[src/rtl/core/sorted_priority_queue_assert.svh]
// Assertion macros for the sorted priority queue RTL.
// Included by the modules that check their own logic; no other dependencies.
`ifndef SORTED_PRIORITY_QUEUE_ASSERT_SVH
`define SORTED_PRIORITY_QUEUE_ASSERT_SVH
`ifndef NO_ASSERTIONS
`define SPQ_ASSERT_IMPL(label, clk, rst, prop) \
   label: assert property (@(posedge clk) disable iff (rst) (prop)) \
      else $error("assertion failed: label");
`define SPQ_ASSERT_ALWAYS(label, clk, prop) \
   label: assert property (@(posedge clk) (prop)) else $error("assertion failed: label");
`else
`define SPQ_ASSERT_IMPL(label, clk, rst, prop)
`define SPQ_ASSERT_ALWAYS(label, clk, prop)
`endif
`endif

[src/rtl/core/spq_pkg.sv]
// Shared types and constants for the sorted priority queue.
// No dependencies.
package spq_pkg;
   localparam int DEPTH_DEF     = 16;
   localparam int TAG_BITS_DEF  = 32;
   localparam int PRIO_BITS_DEF = 16;

   typedef enum logic [2:0] {
      OP_INSERT = 3'd0,
      OP_REMOVE = 3'd1,
      OP_CHANGE = 3'd2,
      OP_DELETE = 3'd3,
      OP_READ   = 3'd4
   } opcode_type;

   typedef enum logic [1:0] {
      ST_OK       = 2'd0,
      ST_EMPTY    = 2'd1,
      ST_NOTFOUND = 2'd2,
      ST_FULL     = 2'd3
   } status_type;

   // Commands from the controller to the cell array.
   typedef struct packed {
      logic load;     // latch the request operands
      logic insert;   // insert the latched operands in order
      logic del_tag;  // remove the first entry whose tag matches
      logic del_prio; // remove the first entry whose priority matches
      logic pop;      // remove the head
      logic rd_clr;   // reset the read-out pointer
      logic rd_next;  // advance the read-out pointer
   } cmd_type;

   // Status from the cell array to the controller.
   typedef struct packed {
      logic empty;
      logic full;
      logic tag_hit;
      logic prio_hit;
      logic rd_last;
   } stat_type;
endpackage

[src/rtl/core/spq_cells.sv]
// Datapath: a row of sorted cells that compare and shift in parallel.
// Depends on spq_pkg and sorted_priority_queue_assert.svh.
`include "sorted_priority_queue_assert.svh"
module spq_cells #(
   parameter int DEPTH     = spq_pkg::DEPTH_DEF,
   parameter int TAG_BITS  = spq_pkg::TAG_BITS_DEF,
   parameter int PRIO_BITS = spq_pkg::PRIO_BITS_DEF
) (
   input  logic                  clock,
   input  logic                  reset,
   input  spq_pkg::cmd_type      cmd,
   input  logic [PRIO_BITS-1:0]  in_prio,
   input  logic [TAG_BITS-1:0]   in_tag,
   output spq_pkg::stat_type     stat,
   output logic [PRIO_BITS-1:0]  head_prio,
   output logic [TAG_BITS-1:0]   head_tag,
   output logic [PRIO_BITS-1:0]  rd_prio,
   output logic [TAG_BITS-1:0]   rd_tag
);
   import spq_pkg::*;
   localparam int IW = $clog2(DEPTH);
   localparam int CW = $clog2(DEPTH + 1);

   logic [PRIO_BITS-1:0] prio_ff [DEPTH];
   logic [TAG_BITS-1:0]  tag_ff  [DEPTH];
   logic [PRIO_BITS-1:0] prio_in [DEPTH];
   logic [TAG_BITS-1:0]  tag_in  [DEPTH];
   logic [DEPTH-1:0]     used_ff, used_in;
   logic [CW-1:0]        count_ff, count_in;
   logic [PRIO_BITS-1:0] op_prio_ff;
   logic [TAG_BITS-1:0]  op_tag_ff;
   logic [CW-1:0]        rd_ptr_ff, rd_ptr_in;

   logic [DEPTH-1:0] le_vec, tag_eq, prio_eq, tag_first, prio_first, del_vec, del_after;

   always_comb begin
      for (int i = 0; i < DEPTH; i++) begin
         le_vec[i]  = used_ff[i] &&
            ($signed(prio_ff[i]) <= $signed(op_prio_ff));
         tag_eq[i]  = used_ff[i] && (tag_ff[i] == op_tag_ff);
         prio_eq[i] = used_ff[i] && (prio_ff[i] == op_prio_ff);
      end
      // Lowest set bit of each match vector, and everything at or above it.
      tag_first  = tag_eq & (~tag_eq + 1'b1);
      prio_first = prio_eq & (~prio_eq + 1'b1);
      del_vec = '0;
      if (cmd.pop) del_vec = {{(DEPTH-1){1'b0}}, 1'b1};
      else if (cmd.del_tag) del_vec = tag_first;
      else if (cmd.del_prio) del_vec = prio_first;
      del_after = del_vec | ((del_vec - 1'b1) ^ {DEPTH{1'b1}}) & ~{DEPTH{del_vec == '0}};
   end

   always_comb begin
      for (int i = 0; i < DEPTH; i++) begin
         prio_in[i] = prio_ff[i];
         tag_in[i]  = tag_ff[i];
      end
      used_in  = used_ff;
      count_in = count_ff;
      if (cmd.insert) begin
         // Cells above the last entry that is not greater shift up one place.
         for (int i = 0; i < DEPTH; i++) begin
            if (!le_vec[i]) begin
               if (i == 0 || le_vec[(i == 0) ? 0 : i-1]) begin
                  prio_in[i] = op_prio_ff;
                  tag_in[i]  = op_tag_ff;
               end else begin
                  prio_in[i] = prio_ff[(i == 0) ? 0 : i-1];
                  tag_in[i]  = tag_ff[(i == 0) ? 0 : i-1];
               end
            end
         end
         used_in  = {used_ff[DEPTH-2:0], 1'b1};
         count_in = count_ff + 1'b1;
      end else if (del_vec != '0) begin
         for (int i = 0; i < DEPTH; i++) begin
            if (del_after[i]) begin
               if (i == DEPTH-1) begin
                  prio_in[i] = prio_ff[i];
                  tag_in[i]  = tag_ff[i];
               end else begin
                  prio_in[i] = prio_ff[(i == DEPTH-1) ? i : i+1];
                  tag_in[i]  = tag_ff[(i == DEPTH-1) ? i : i+1];
               end
            end
         end
         used_in  = {1'b0, used_ff[DEPTH-1:1]};
         count_in = count_ff - 1'b1;
      end
      rd_ptr_in = rd_ptr_ff;
      if (cmd.rd_clr) rd_ptr_in = '0;
      else if (cmd.rd_next) rd_ptr_in = rd_ptr_ff + 1'b1;
   end

   always_ff @(posedge clock) begin
      for (int i = 0; i < DEPTH; i++) begin
         prio_ff[i] <= prio_in[i];
         tag_ff[i]  <= tag_in[i];
      end
      if (cmd.load) begin
         op_prio_ff <= in_prio;
         op_tag_ff  <= in_tag;
      end else if (cmd.del_tag) begin
         // A priority change keeps the matched tag for its reinsert.
         op_tag_ff <= op_tag_ff;
      end
      if (reset) begin
         used_ff   <= '0;
         count_ff  <= '0;
         rd_ptr_ff <= '0;
      end else begin
         used_ff   <= used_in;
         count_ff  <= count_in;
         rd_ptr_ff <= rd_ptr_in;
      end
   end

   assign stat.empty    = (count_ff == '0);
   assign stat.full     = (count_ff == CW'(DEPTH));
   assign stat.tag_hit  = (tag_eq != '0);
   assign stat.prio_hit = (prio_eq != '0);
   assign stat.rd_last  = (rd_ptr_ff + 1'b1 == count_ff);
   assign head_prio = prio_ff[0];
   assign head_tag  = tag_ff[0];
   assign rd_prio   = prio_ff[rd_ptr_ff[IW-1:0]];
   assign rd_tag    = tag_ff[rd_ptr_ff[IW-1:0]];

   // Used cells always form a contiguous run from the head.
   `SPQ_ASSERT_IMPL(a_used_packed, clock, reset, (used_ff & (used_ff + 1'b1)) == '0)
   `SPQ_ASSERT_IMPL(a_count_match, clock, reset, $countones(used_ff) == int'(count_ff))
   `SPQ_ASSERT_IMPL(a_no_ins_full, clock, reset, !(cmd.insert && stat.full))
endmodule

[src/rtl/core/spq_ctrl.sv]
// Controller: request sequencing and response generation.
// Depends on spq_pkg and sorted_priority_queue_assert.svh.
`include "sorted_priority_queue_assert.svh"
module spq_ctrl #(
   parameter int TAG_BITS  = spq_pkg::TAG_BITS_DEF,
   parameter int PRIO_BITS = spq_pkg::PRIO_BITS_DEF
) (
   input  logic                 clock,
   input  logic                 reset,
   input  logic                 req_valid,
   output logic                 req_ready,
   input  logic [2:0]           req_opcode,
   output spq_pkg::cmd_type     cmd,
   input  spq_pkg::stat_type    stat,
   input  logic [PRIO_BITS-1:0] head_prio,
   input  logic [TAG_BITS-1:0]  head_tag,
   input  logic [PRIO_BITS-1:0] rd_prio,
   input  logic [TAG_BITS-1:0]  rd_tag,
   output logic                 rsp_valid,
   input  logic                 rsp_ready,
   output logic [1:0]           rsp_status,
   output logic [PRIO_BITS-1:0] rsp_out_prio,
   output logic [TAG_BITS-1:0]  rsp_out_tag,
   output logic                 rsp_last
);
   import spq_pkg::*;

   typedef enum logic [4:0] {
      S_IDLE = 5'b00001,
      S_EXEC = 5'b00010,
      S_REIN = 5'b00100,
      S_READ = 5'b01000,
      S_RESP = 5'b10000
   } state_type;

   state_type state_ff, state_in;
   logic [2:0] op_ff;
   logic       rsp_valid_ff, rsp_valid_in;
   logic [1:0] status_ff, status_in;
   logic [PRIO_BITS-1:0] oprio_ff, oprio_in;
   logic [TAG_BITS-1:0]  otag_ff, otag_in;
   logic       last_ff, last_in;
   logic       slot_free;

   assign slot_free = !rsp_valid_ff || rsp_ready;
   assign req_ready = (state_ff == S_IDLE) && slot_free;

   always_comb begin
      state_in     = state_ff;
      cmd          = '0;
      rsp_valid_in = rsp_valid_ff && !rsp_ready;
      status_in    = status_ff;
      oprio_in     = oprio_ff;
      otag_in      = otag_ff;
      last_in      = last_ff;
      unique case (state_ff)
         S_IDLE: begin
            if (req_valid && req_ready) begin
               cmd.load = 1'b1;
               state_in = S_EXEC;
            end
         end
         S_EXEC: begin
            if (slot_free) begin
               rsp_valid_in = 1'b1;
               status_in    = ST_OK;
               oprio_in     = '0;
               otag_in      = '0;
               last_in      = 1'b1;
               state_in     = S_IDLE;
               case (op_ff)
                  OP_INSERT: begin
                     if (stat.full) status_in = ST_FULL;
                     else cmd.insert = 1'b1;
                  end
                  OP_REMOVE: begin
                     if (stat.empty) status_in = ST_EMPTY;
                     else begin
                        cmd.pop  = 1'b1;
                        oprio_in = head_prio;
                        otag_in  = head_tag;
                     end
                  end
                  OP_CHANGE: begin
                     if (stat.empty) status_in = ST_EMPTY;
                     else if (!stat.tag_hit) status_in = ST_NOTFOUND;
                     else begin
                        cmd.del_tag  = 1'b1;
                        rsp_valid_in = rsp_valid_ff && !rsp_ready;
                        state_in     = S_REIN;
                     end
                  end
                  OP_DELETE: begin
                     if (stat.empty) status_in = ST_EMPTY;
                     else if (!stat.prio_hit) status_in = ST_NOTFOUND;
                     else cmd.del_prio = 1'b1;
                  end
                  OP_READ: begin
                     if (stat.empty) status_in = ST_EMPTY;
                     else begin
                        cmd.rd_clr   = 1'b1;
                        rsp_valid_in = rsp_valid_ff && !rsp_ready;
                        state_in     = S_READ;
                     end
                  end
                  default: ;
               endcase
            end
         end
         S_REIN: begin
            cmd.insert   = 1'b1;
            rsp_valid_in = 1'b1;
            status_in    = ST_OK;
            oprio_in     = '0;
            otag_in      = '0;
            last_in      = 1'b1;
            state_in     = S_RESP;
         end
         S_READ: begin
            if (slot_free) begin
               rsp_valid_in = 1'b1;
               status_in    = ST_OK;
               oprio_in     = rd_prio;
               otag_in      = rd_tag;
               last_in      = stat.rd_last;
               cmd.rd_next  = 1'b1;
               if (stat.rd_last) state_in = S_IDLE;
            end
         end
         S_RESP: begin
            state_in = S_IDLE;
         end
         default: state_in = S_IDLE;
      endcase
   end

   always_ff @(posedge clock) begin
      if (cmd.load) op_ff <= req_opcode;
      status_ff <= status_in;
      oprio_ff  <= oprio_in;
      otag_ff   <= otag_in;
      last_ff   <= last_in;
      if (reset) begin
         state_ff     <= S_IDLE;
         rsp_valid_ff <= 1'b0;
      end else begin
         state_ff     <= state_in;
         rsp_valid_ff <= rsp_valid_in;
      end
   end

   assign rsp_valid    = rsp_valid_ff;
   assign rsp_status   = status_ff;
   assign rsp_out_prio = oprio_ff;
   assign rsp_out_tag  = otag_ff;
   assign rsp_last     = last_ff;

   `SPQ_ASSERT_IMPL(a_onehot_state, clock, reset, $onehot(state_ff))
   `SPQ_ASSERT_IMPL(a_rein_after_del, clock, reset, (state_ff == S_REIN) |-> $past(cmd.del_tag))
   `SPQ_ASSERT_IMPL(a_ready_idle, clock, reset, req_ready |-> (state_ff == S_IDLE))
endmodule

[src/rtl/core/sorted_priority_queue.sv]
// Top level of the sorted priority queue.
// Depends on spq_pkg, spq_ctrl and spq_cells.
//
// A bounded queue of tagged entries kept in ascending priority, ties in
// arrival order. Requests are taken one at a time. Insert, remove, delete
// and unknown opcodes are accepted in the idle state and answered from
// the execute state, which registers the response, before the controller
// returns to idle. For a priority change the cell row removes the entry
// in the execute state, then reinserts it in the reinsert state, which
// registers the response, and the controller passes through a response
// state before it returns to idle. A read-out clears the read pointer in
// the execute state, then presents one response per cycle while the
// response side does not stall, with the last one flagged. Stalls on the
// response side hold the execute and read-out states. All cells compare
// and shift in parallel, so no operation steps through them one by one.
module sorted_priority_queue #(
   parameter int DEPTH     = spq_pkg::DEPTH_DEF,
   parameter int TAG_BITS  = spq_pkg::TAG_BITS_DEF,
   parameter int PRIO_BITS = spq_pkg::PRIO_BITS_DEF
) (
   input  logic                 clock,
   input  logic                 reset,
   input  logic                 req_valid,
   output logic                 req_ready,
   input  logic [2:0]           req_opcode,
   input  logic [PRIO_BITS-1:0] req_prio,
   input  logic [TAG_BITS-1:0]  req_tag,
   output logic                 rsp_valid,
   input  logic                 rsp_ready,
   output logic [1:0]           rsp_status,
   output logic [PRIO_BITS-1:0] rsp_out_prio,
   output logic [TAG_BITS-1:0]  rsp_out_tag,
   output logic                 rsp_last
);
   import spq_pkg::*;

   cmd_type  cmd;
   stat_type stat;
   logic [PRIO_BITS-1:0] head_prio, rd_prio;
   logic [TAG_BITS-1:0]  head_tag, rd_tag;

   spq_ctrl #(.TAG_BITS(TAG_BITS), .PRIO_BITS(PRIO_BITS)) u_ctrl (
      .clock, .reset, .req_valid, .req_ready, .req_opcode,
      .cmd, .stat, .head_prio, .head_tag, .rd_prio, .rd_tag,
      .rsp_valid, .rsp_ready, .rsp_status, .rsp_out_prio, .rsp_out_tag, .rsp_last
   );

   spq_cells #(.DEPTH(DEPTH), .TAG_BITS(TAG_BITS), .PRIO_BITS(PRIO_BITS)) u_cells (
      .clock, .reset, .cmd, .in_prio(req_prio), .in_tag(req_tag), .stat,
      .head_prio, .head_tag, .rd_prio, .rd_tag
   );
endmodule
[config.mk]
export PLATFORM = sky130hd
export DESIGN_NAME = sorted_priority_queue
export DESIGN_NICKNAME = d
export VERILOG_FILES = /design/src/rtl/core/spq_pkg.sv /design/src/rtl/core/spq_cells.sv /design/src/rtl/core/spq_ctrl.sv /design/src/rtl/core/sorted_priority_queue.sv
export VERILOG_INCLUDE_DIRS = /design/src /design/src/rtl/core
export SDC_FILE = /design/constraint.sdc
export NUM_CORES = 2
export LEC_CHECK = 0
export BUFFER_PORTS_ARGS = -buffer_cell sky130_fd_sc_hd__buf_2
export CAP_MARGIN = 15
export CORE_MARGIN = 2
export CORE_UTILIZATION = 40
export DETAILED_ROUTE_END_ITERATION = 10
export PLACE_DENSITY_LB_ADDON = 0.2
export SYNTH_ARGS = -nofsm -noshare
export SYNTH_HDL_FRONTEND = slang
export SYNTH_SLANG_ARGS = --single-unit
[constraint.sdc]
create_clock -name clock -period 7.85 [get_ports clock]
set_input_delay 1.9625 -clock clock [delete_from_list [all_inputs] [get_ports clock]]
set_output_delay 1.9625 -clock clock [all_outputs]
set_load 0.01 [all_outputs]
# ---- Word level (Yosys, flattened, before mapping)
# Memory sizes are Yosys's and may differ from the RTL's. A register that Yosys moved wholly into a read port is not among the register bits.
# Cells that the tools add are included.
dict set report word_totals {
  elab_cells 320
  memories 2
  input_bits 55
  ff_bits 134
  ram_bits 768
  output_inout_bits 53
}
dict set report classes {
  n_mux 164
  n_bitwise 8
  n_reduce_logical 66
  n_addsub 6
  magnitude_cmp 16
  eq_ne 46
}
# name words width rd rd_ports_with_merged_regs write_ports line_no
set memory_table {}
lappend memory_table {u_cells.tag_ff 16 32 17 1 16 spq_cells.sv:25} ;# logic [TAG_BITS-1:0] tag_ff [DEPTH];
lappend memory_table {u_cells.prio_ff 16 16 17 1 16 spq_cells.sv:24} ;# logic [PRIO_BITS-1:0] prio_ff [DEPTH];
# cell n
set op_table {}
lappend op_table {{32-bit two-way mux} 50}
lappend op_table {{512-bit two-way mux} 2}
lappend op_table {{16-bit two-way mux} 55}
lappend op_table {{32-bit == test} 16}
lappend op_table {{256-bit two-way mux} 2}
lappend op_table {{16-bit == test} 16}
lappend op_table {{16-bit <= comparator} 16}
lappend op_table {{32-bit one-hot mux with 3 select lines} 1}
lappend op_table {{1-bit logical AND} 51}
lappend op_table {{16-bit one-hot mux with 3 select lines} 1}
lappend op_table {{16-bit nonzero test} 3}
lappend op_table {{5-bit two-way mux} 8}
lappend op_table {{16-bit by 1-bit adder with 16-bit output, second input constant} 2}
lappend op_table {{16-bit AND} 2}
lappend op_table {{16-bit inverter} 2}
lappend op_table {{15-bit inverter} 2}
lappend op_table {{4-bit two-way mux} 6}
lappend op_table {{1-bit two-way mux} 23}
lappend op_table {{5-bit one-hot mux with 4 select lines} 1}
lappend op_table {{16-bit logical NOT} 1}
lappend op_table {{15-bit AND} 1}
lappend op_table {{15-bit OR} 1}
lappend op_table {{15-bit by 1-bit subtractor with 15-bit output, second input constant} 1}
lappend op_table {{2-bit two-way mux} 7}
lappend op_table {{28 further kinds} 36}

# ---- Longest topological paths before layout
# An unclocked memory read counts as a cell.
dict set report logic_depth {
  depth_word 19
  ltp_mapped 15
  ltp_nobuf 13
}

# ---- By module
# From an unflattened synthesis, not the netlist that was laid out.
dict set report hier_totals {
  cells_unflattened 5647
  hier_area_um2 62617.6
}
# mod seq_area_each_um2 cells_per_inst instances area_each_um2
set by_module_without_submodules {}
lappend by_module_without_submodules {spq_cells 25104.1 5468 1 60021.3}
lappend by_module_without_submodules {spq_ctrl 1741.7 179 1 2596.2}

# ---- Worst setup path after synthesis
# No wires, ideal clock.
dict set report synth_timing {
  kind {input-to-reg}
  start {input port rsp_ready}
  end {memory u_cells.prio_ff[14][0] in the netlist's numbering, enable pin}
  cell_stages 13
  path_slack_ns -0.461
  setup_time_ns 0.526
  arrival_ns 7.785
  n_path_buf 3
  t_required_ns 7.324
  path_cell_list {nor2b_1 clkbuf_1 and4bb_2 nand4b_1 clkbuf_1 nor2_1 or2_2 ha_1 o21ai_0 a21o_1 clkbuf_1 nor2_1 o31ai_1}
}
# element line_no
set synth_rtl {}
lappend synth_rtl {{from (decl)} sorted_priority_queue.sv:29} ;# input logic rsp_ready,
lappend synth_rtl {{to (decl)} spq_cells.sv:24}

==> out/results.ini <==
[sta]
hold_viol=0
max_freq_mhz=156.1
relSlewSlack_pct=15.05
period_needed_ns=6.407
hold_ws_ns=0.5125
rsz0062_at_grt=no
fin_crit_sh_pct=81.62
clock_skew_ns=0.06403
maxSlewViolCount=0
worstMarginPinSlew_ns=1.274
setup_viol=0

[global_routing]
grt.met1_usage_pct=49.69
antenna_found_initial=15
grtUsageMet3_pct=13.61
grt_pass1_vias=52170
grt_pass1_wl_mm=413.3
grt_max_degree=230
track_usage_pct=35.45
grtUsageMet2_pct=49.68
overflow=0
gr-max-usage-layer=met1

[synth]
synthArstFlopShare_pct=0
yosysSeqAreaShare_pct=41.87
synth_ff_type=edfxtp_1
ys_seq_elements=906
yosys.area.top_type=edfxtp_1
synth_fp_nets=6473
synth_edf_count=870
synth_top_area_share_pct=40.75
yosys_warnings=0
synth.distinct_cells=78
synthTopCellsByArea=edfxtp_1 (41%), mux4_2 (8.4%), ha_1 (5.1%), nand2_1 (4.2%), mux2i_1 (3.8%)
ys_top_cells_by_count=edfxtp_1 (870), nand2_1 (712), clkbuf_1 (448)
synth_most_common_cell=edfxtp_1
synthCells=6155
synth.avg_cell_area_um2=10.42
synth_area_um2=64120

[cells_and_area]
post-route-cell-area_um2=70600
area_growth_pct=10.12
drive_gt1_share_pct=13.05
fin_nets=6286
fin_cells=8144

[cts]
clk_pin_slew_ns=0.06
cts_resized=0
post_cts_buffers=0
clockBufferDepth=3
hold_buffers=0
cts_buffers=113
cts_sinks=906
clockRootBuffer=clkbuf_16
clkLatencyLatePin_ns=0.77
htreeDepth=3
cts_tree=done

[floorplanning]
dieArea_um2=163500
fp.dieW_um=404.4
chipHeight_um=404.4
ioPinCount=108
rows=146
initial_core_util_pct=40.39
coreArea_um2=158700

[placed_design]
dp_hpwl_mm=216.6
dpl_cell_area_um2=66810
port_buffers=107
gp_congestion=1.057
dpl.cell_count=7924

[critical_path]
worstPathArrival_ns=6.79
critical_path_required_ns=8.23
r2r_cells=13
r2r-start=u_cells.op_prio_ff[6]
end_kind=flop
critical_path_peak_fanout=40
cp_slowest_cell=o31ai_4
start_kind=flop
critical_path.cell_chain=inv_1 > ha_1 > nand2_1 > nor3_1 > nand3_1 > nand3_1 > nor4_1 > o21ai_0 > a21o_1 > buf_4 > nor2_1 > o31ai_4 > buf_4
crit_type=flop to flop
max_stage_delay_ns=0.92
critPathLaunch=u_cells.op_prio_ff[6]

[routing]
ant_nets=0
drt_pass1_iterations=9
via_count=56778
first_iter_violations=9584
drc=0
wire_per_inst_um=36.70
avgViaCountPerCell=6.972
drt-total-wl_mm=298.9

[worst_hold_path]
whs_path_depth=2
hold_class=flop to flop
hp-start=u_ctrl.state_ff[3]

[power_and_ir_drop]
p_clk_share_pct=46.3
p_int_uw=8702
p_leak_uw=0.02483
p_sw_uw=3124
switching_share_pct=26.42
seqPwrFrac_pct=45.7
pwr-share-comb_pct=8.0
ir_worst_vdd_uv=181.2
powerDensity_nw_per_um2=167.5

[run_status]
status=finished clean

[flow_run]
max_cap_violations=0

==> routing by layer <==
metal  part of all wire, %  wire length (µm)
met1                    40            119500
met2                    41            122800
met3                    15             44750
met4                   3.9             11760
met5                 0.027                80
==> cell type report <==
cell class                      count  area [µm²]
Clock inverter                     59       633.1
Timing Repair Buffer              261        1812
Sequential cell                   906       26860
Fill cell                       14741       88140
Multi-Input combinational cell   4622       35330
Clock buffer                      150        3102
Inverter                           64       249.0
Antenna cell                       10       25.02
Tap cell                         2072        2592
==> worst max-delay path: cells and delay by family (launching register included) <==
kind | cells | cell delay (ns)
and+or+nand+nor | 6 | 1.85
AOI/OAI and AO/OA | 3 | 1.38
buffers and inverters | 3 | 1.54
DFF | 1 | 0.73
adders and majority gates | 1 | 0.46
==> placed cells by master, fill, tap and decap left out, drive strengths merged, types with 15 or more instances in the layout <==
cell / Yosys / final
clkinv: 0 / 40
nand3: 103 / 103
inv: 64 / 68
o211ai: 288 / 288
a22o: 51 / 51
nand2b: 54 / 54
dfxtp: 36 / 36
a21o: 79 / 79
o21a: 36 / 36
nor2: 272 / 272
mux2: 50 / 50
and4: 16 / 16
edfxtp: 870 / 870
ha: 262 / 262
a31oi: 163 / 163
o21ai: 399 / 399
xor2: 233 / 233
o21bai: 15 / 15
nor4: 126 / 126
mux2i: 242 / 242
nand4: 318 / 318
nor2b: 44 / 44
o2111ai: 153 / 153
mux4: 240 / 240
xnor2: 275 / 275
a21oi: 254 / 254
nor3: 63 / 63
or4: 21 / 21
clkbuf: 448 / 150
nand2: 712 / 712
buf: 115 / 261
==> power groups by stage <==
| stage | registers, µW | clock network, µW | logic [µW] |
|---|---|---|---|
| final | 5400 | 5480 | 949 |
| after global routing | 5400 | 5670 | 988 |
| after CTS | 5390 | 5500 | 912 |
| after detailed placement | 5490 | 0 | 909 |
| after global placement | 5490 | 0 | 900 |
| after floorplan | 5400 | 0 | 577 |
==> final timing paths <==
kind,end,slack [ns]
min reg2reg,u_ctrl.state_ff[3],0.51
max,u_cells.tag_ff[1][12],1.44
min,u_ctrl.state_ff[3],0.51
max reg2reg,u_cells.tag_ff[1][12],1.44
==> cells by family (layout without fill, tap and decap cells) <==
| family | after synthesis | count (layout) | synth area share, % |
|---|---|---|---|
| compound gates | 1521 | 1521 | 15.45 |
| mux | 532 | 532 | 13.09 |
| fa+ha+maj | 263 | 263 | 5.144 |
| flops | 906 | 906 | 41.87 |
| simple gates | 1798 | 1798 | 13.70 |
| other cells | 0 | 10 | 0 |
| buf+inv | 627 | 534 | 3.801 |
| xor+xnor | 508 | 508 | 6.939 |
==> registers in the layout, summed over array words and instances, names as in the netlist, named ones only <==
name                 count
u_ctrl.rsp_status        2
u_cells.op_tag_ff       32
u_cells.prio_ff        256
u_ctrl.rsp_valid         1
u_cells.op_prio_ff      16
u_ctrl.state_ff          5
u_cells.used_ff         16
u_cells.count_ff         5
u_cells.rd_ptr_ff        5
u_cells.tag_ff         512
u_ctrl.rsp_last          1
u_ctrl.op_ff             3
u_ctrl.rsp_out_tag      32
u_ctrl.rsp_out_prio     16
==> through the flow <==
| stage | util (%) | worst slack [ns] | TNS (ns) | total power, µW |
|---|---|---|---|---|
| 6_report | 44.47 | 1.443 | 0 | 11830 |
| 5_1_grt | 44.46 | 1.246 | 0 | 12050 |
| 4_1_cts | 44.44 | 1.759 | 0 | 11800 |
| 3_5_place_dp | 42.09 | 1.121 | 0 | 6399 |
| 3_3_place_gp | 42.09 | 1.139 | 0 | 6390 |
| 2_1_floorplan | - | -0.4608 | -66.30 | 5973 |
No activity file was read; power rests on OpenSTA's default activity.
